File: src/hw/rtl/actuator_lag_slew_channel_assert.svh
// Assertion macros shared by the actuator channel RTL.
// Needs nothing else; files that check their own logic include it.
`ifndef ACTUATOR_LAG_SLEW_CHANNEL_ASSERT_SVH
`define ACTUATOR_LAG_SLEW_CHANNEL_ASSERT_SVH

// Same-cycle implication, disabled during reset.
`define ALSC_ASSERT_NOW(label, clk_s, rst_s, ante, cons) \
  label: assert property (@(posedge clk_s) disable iff (rst_s) (ante) |-> (cons)) \
    else $error("actuator channel check failed");

// Next-cycle implication, disabled during reset.
`define ALSC_ASSERT_NEXT(label, clk_s, rst_s, ante, cons) \
  label: assert property (@(posedge clk_s) disable iff (rst_s) (ante) |=> (cons)) \
    else $error("actuator channel check failed");

`endif

File: src/hw/rtl/alsc_pkg.sv
// Shared types and constants of the actuator lag/slew channel.
// No dependencies; imported by every module of the block.
package alsc_pkg;

  localparam int SAMPLE_W   = 16;
  localparam int MUL_W      = 17;
  localparam int PROD_W     = 2 * MUL_W;
  localparam int CFG_IDX_W  = 4;
  localparam int CFG_DATA_W = 16;

  typedef logic signed [SAMPLE_W-1:0] sample_t;
  typedef logic signed [MUL_W-1:0]    mul_op_t;
  typedef logic signed [PROD_W-1:0]   prod_t;

  // Configuration register indexes
  localparam logic [CFG_IDX_W-1:0] REG_DZ_LEVEL   = 4'd0;
  localparam logic [CFG_IDX_W-1:0] REG_DZ_GAIN    = 4'd1;
  localparam logic [CFG_IDX_W-1:0] REG_DELAY_WHOLE = 4'd2;
  localparam logic [CFG_IDX_W-1:0] REG_DELAY_FRAC = 4'd3;
  localparam logic [CFG_IDX_W-1:0] REG_LAG_COEFF  = 4'd4;
  localparam logic [CFG_IDX_W-1:0] REG_SLEW_STEP  = 4'd5;
  localparam logic [CFG_IDX_W-1:0] REG_OUT_MIN    = 4'd6;
  localparam logic [CFG_IDX_W-1:0] REG_OUT_MAX    = 4'd7;

  // Rounding offsets for the Q14 and Q16 products
  localparam prod_t RND_Q14 = prod_t'(8192);
  localparam prod_t RND_Q16 = prod_t'(32768);

endpackage

File: src/hw/rtl/alsc_mul.sv
// Shared 17x17 signed multiplier with a registered product.
// Depends on alsc_pkg for the operand and product types.
module alsc_mul
  import alsc_pkg::*;
(
  input  logic    clk,
  input  mul_op_t op_a,
  input  mul_op_t op_b,
  output prod_t   prod
);

  // Register the product; the sequencer consumes it in its next step
  always_ff @(posedge clk) begin
    prod <= op_a * op_b;
  end

endmodule

File: config.mk
export PLATFORM = sky130hd
export DESIGN_NAME = alsc_mul
export DESIGN_NICKNAME = d
export VERILOG_FILES = /design/src/hw/rtl/actuator_lag_slew_channel_assert.svh /design/src/hw/rtl/alsc_pkg.sv /design/src/hw/rtl/alsc_mul.sv
export SDC_FILE = /design/constraint.sdc
export NUM_CORES = 1
export LEC_CHECK = 0
export ABC_AREA = 1
export BUFFER_PORTS_ARGS = -buffer_cell sky130_fd_sc_hd__buf_2
export CAP_MARGIN = 20
export CORE_MARGIN = 1
export CORE_UTILIZATION = 59
export CTS_CLUSTER_SIZE = 12
export DETAILED_ROUTE_END_ITERATION = 10
export PLACE_DENSITY = 0.8
export SYNTH_ARGS = -nofsm -noshare
export SYNTH_HDL_FRONTEND = slang
export SYNTH_SLANG_ARGS = --single-unit
File: constraint.sdc
create_clock -name clk -period 6.6 [get_ports clk]
set_input_delay 1.32 -clock clk [delete_from_list [all_inputs] [get_ports clk]]
set_output_delay 1.32 -clock clk [all_outputs]
set_load 0.02 [all_outputs]
==> impl_metrics.py <==
metrics = {
    "layout": {
        "drive_above_1_share_pct": 7.57,
        "instances_no_fill": 1941,
        "fillers": 1816,
        "final_area_mm2": 0.0134,
        "largest_register": "prod",
        "regArea_um2": 681,
        "area.growth.synth_to_final_pct": 6.39,
        "largest_reg_flops": 34,
        "nets": 2080,
        "final_common_cell": "inv_1",
        "largestRegisters": "prod x34",
        "layout_common_cells": "inv_1, nand2_1, fa_1, ha_1, buf_2",
        "multi_input_area_mm2": 0.00973,
    },
    "setup_path": {
        "crit_fanout": 17,
        "criticalPathCategory": "in2reg",
        "start_kind": "primary input",
        "cp-end-kind": "flop",
        "cp.arrival_ns": 6.53,
        "required_ns": 6.77,
        "startpoint": "op_a[16]",
    },
    "die": {
        "core.rowCount": 53,
        "fp.dieW_um": 148,
        "die_area_mm2": 0.0219,
        "start_util_pct": 60.0,
        "core_area_mm2": 0.0210,
        "io_pins": 69,
        "die_height_um": 148,
    },
    "detailed_routing": {
        "drc_errors": 0,
        "wl_per_cell_um": 15.3,
        "num_vias": 9843,
        "drtIter0Drc": 644,
        "ant_nets": 0,
        "wirelength_mm": 29.8,
        "dr.pass1.iters": 5,
        "viasPerCell": 5.07,
    },
    "sta": {
        "setup_viol": 0,
        "rsz0062_at_grt": "false",
        "clock.fmax_mhz": 157,
        "tightest_slew_ns": 0.438,
        "final_hold_viol_count": 0,
        "final.min_clock_period_ns": 6.36,
        "post-route-period-util_pct": 96.4,
        "drv_slew": 0,
        "max_slew_margin_pct": 70.8,
    },
    "logic_synthesis": {
        "synth_top_cell_by_area": "fa_1",
        "syn_area_per_cell_um2": 7.72,
        "synth-seq-area-share_pct": 5.41,
        "synthTopCellsByArea": "fa_1, inv_1, nand2_1, ha_1, dfxtp_1",
        "postSynthCellCount": 1629,
        "yosysWarnings": 0,
        "netlist_area_mm2": 0.0126,
        "yosysUniqueCellTypes": 27,
        "yosysTopAreaCellShare_pct": 47.1,
        "synth-seq-cells": 34,
        "syn_nets": 2045,
    },
    "placed_design": {
        "port_buffers": 68,
        "place.gp.congestion": 0.900,
        "placedCellCount": 1932,
        "dpl.hpwl_mm": 26.2,
        "placed_area_mm2": 0.0132,
    },
    "job": {
        "cap_violations": 0,
    },
    "global_routing": {
        "grt_use_total_pct": 30.2,
        "globalRouteOverflowTotal": 0,
        "grt_pass1_wl_mm": 51.5,
        "grt_pass1_vias": 10940,
        "antenna_found_initial": 1,
        "grt_max_degree": 19,
    },
    "worst_hold_path": {
        "hold_class": "in2reg",
        "hp-start": "op_a[0]",
    },
    "clocking": {
        "cts_tree": "yes",
        "clk_pin_slew_worst_paths_ns": 0.06,
        "cts_htree_levels": 2,
        "clkSinkCount": 34,
        "cts-buffers-inserted": 5,
        "post_cts_buffers": 0,
        "clk_path_buf_depth": 2,
        "clockRootBuffer": "clkbuf_16",
    },
    "run_status": {
        "status": "finished clean",
    },
}
## repair_timing
action,4_1_cts,5_1_grt
hold buffers,0,0
endpoints found under the setup margin,0,3
gates resized for setup,0,2
## kinds of logic after synthesis
| kind of cell | Yosys count | synth area share, % |
|---|---|---|
| buffers and inverters | 578 | 17.3 |
| AOI/OAI and AO/OA | 46 | 1.99 |
| xor gates and xnor gates | 20 | 1.39 |
| DFF | 34 | 5.41 |
| and+or+nand+nor | 570 | 18.4 |
| adders and majority gates | 381 | 55.6 |
## per-layer routing
metal / global-route usage (%) / vias to the layer above / routed length, um
met3: 2.72 / 94 / 1500
met4: 11.0 / 0 / 1220
met1: 36.4 / 4815 / 11300
met2: 55.8 / 342 / 15800
li1: - / 4592 / -
met5: 0 / - / 0
## cell type report
type,instances,share of cell area [%]
Multi-Input combinational cell,1017,72.7
Inverter,511,14.3
Sequential cell,34,5.09
Timing Repair Buffer,95,4.17
Tap cell,275,2.57
Clock buffer,7,1.07
Clock inverter,1,0.0374
Antenna cell,1,0.0187
## cells in the mapped netlist
cell / n
inv_1: 509
nand2_1: 451
fa_1: 296
ha_1: 85
clkbuf_1: 67
nor2_1: 49
dfxtp_1: 34
a21oi_1: 30
nand3_1: 27
xor2_1: 16
nand4_1: 10
o21ai_0: 8
nand2_2: 6
nor3_1: 6
o21bai_1: 6
nand3b_1: 4
nor2_2: 4
xnor2_1: 4
nor2_4: 3
or2_2: 3
and2_1: 2
inv_2: 2
nand3_2: 2
nor3_2: 2
a21o_1: 1
and2_2: 1
o21a_1: 1
## critical path: stages
cell,delay [ns]
clkbuf_4,0.20
nand2_1,0.14
inv_1,0.09
fa_1,0.64
buf_4,0.19
fa_1,0.45
fa_1,0.50
fa_1,0.51
fa_1,0.49
inv_1,0.05
fa_1,0.48
inv_1,0.05
ha_1,0.36
nand2_1,0.10
buf_4,0.15
nor2_1,0.15
nand2_1,0.13
nor3_1,0.18
nand2_1,0.15
nand3_1,0.11
nand2_1,0.07
## stage by stage
| stage | hold WS, ns | util [%] | worst slack [ns] | setup TNS (ns) |
|---|---|---|---|---|
| 2_1_floorplan | 1.61 | - | 0.131 | 0 |
| 3_3_place_gp | 1.73 | 63.1 | 0.00332 | 0 |
| 3_5_place_dp | 1.74 | 63.1 | -0.0442 | -0.0442 |
| 4_1_cts | 1.53 | 63.8 | 0.233 | 0 |
| 5_1_grt | 1.56 | 63.8 | 0.0244 | 0 |
| 6_report | 1.53 | 63.8 | 0.240 | 0 |
## worst paths after layout
kind | end | slack [ns] | depth (start not counted)
worst min-delay path | prod[0] | 1.53 | 4
worst max-delay path | prod[31] | 0.24 | 21
Power is left out: the tool's default activity adds up to more than one toggle a clock period on the data nets, which glitch-free logic cannot reach.
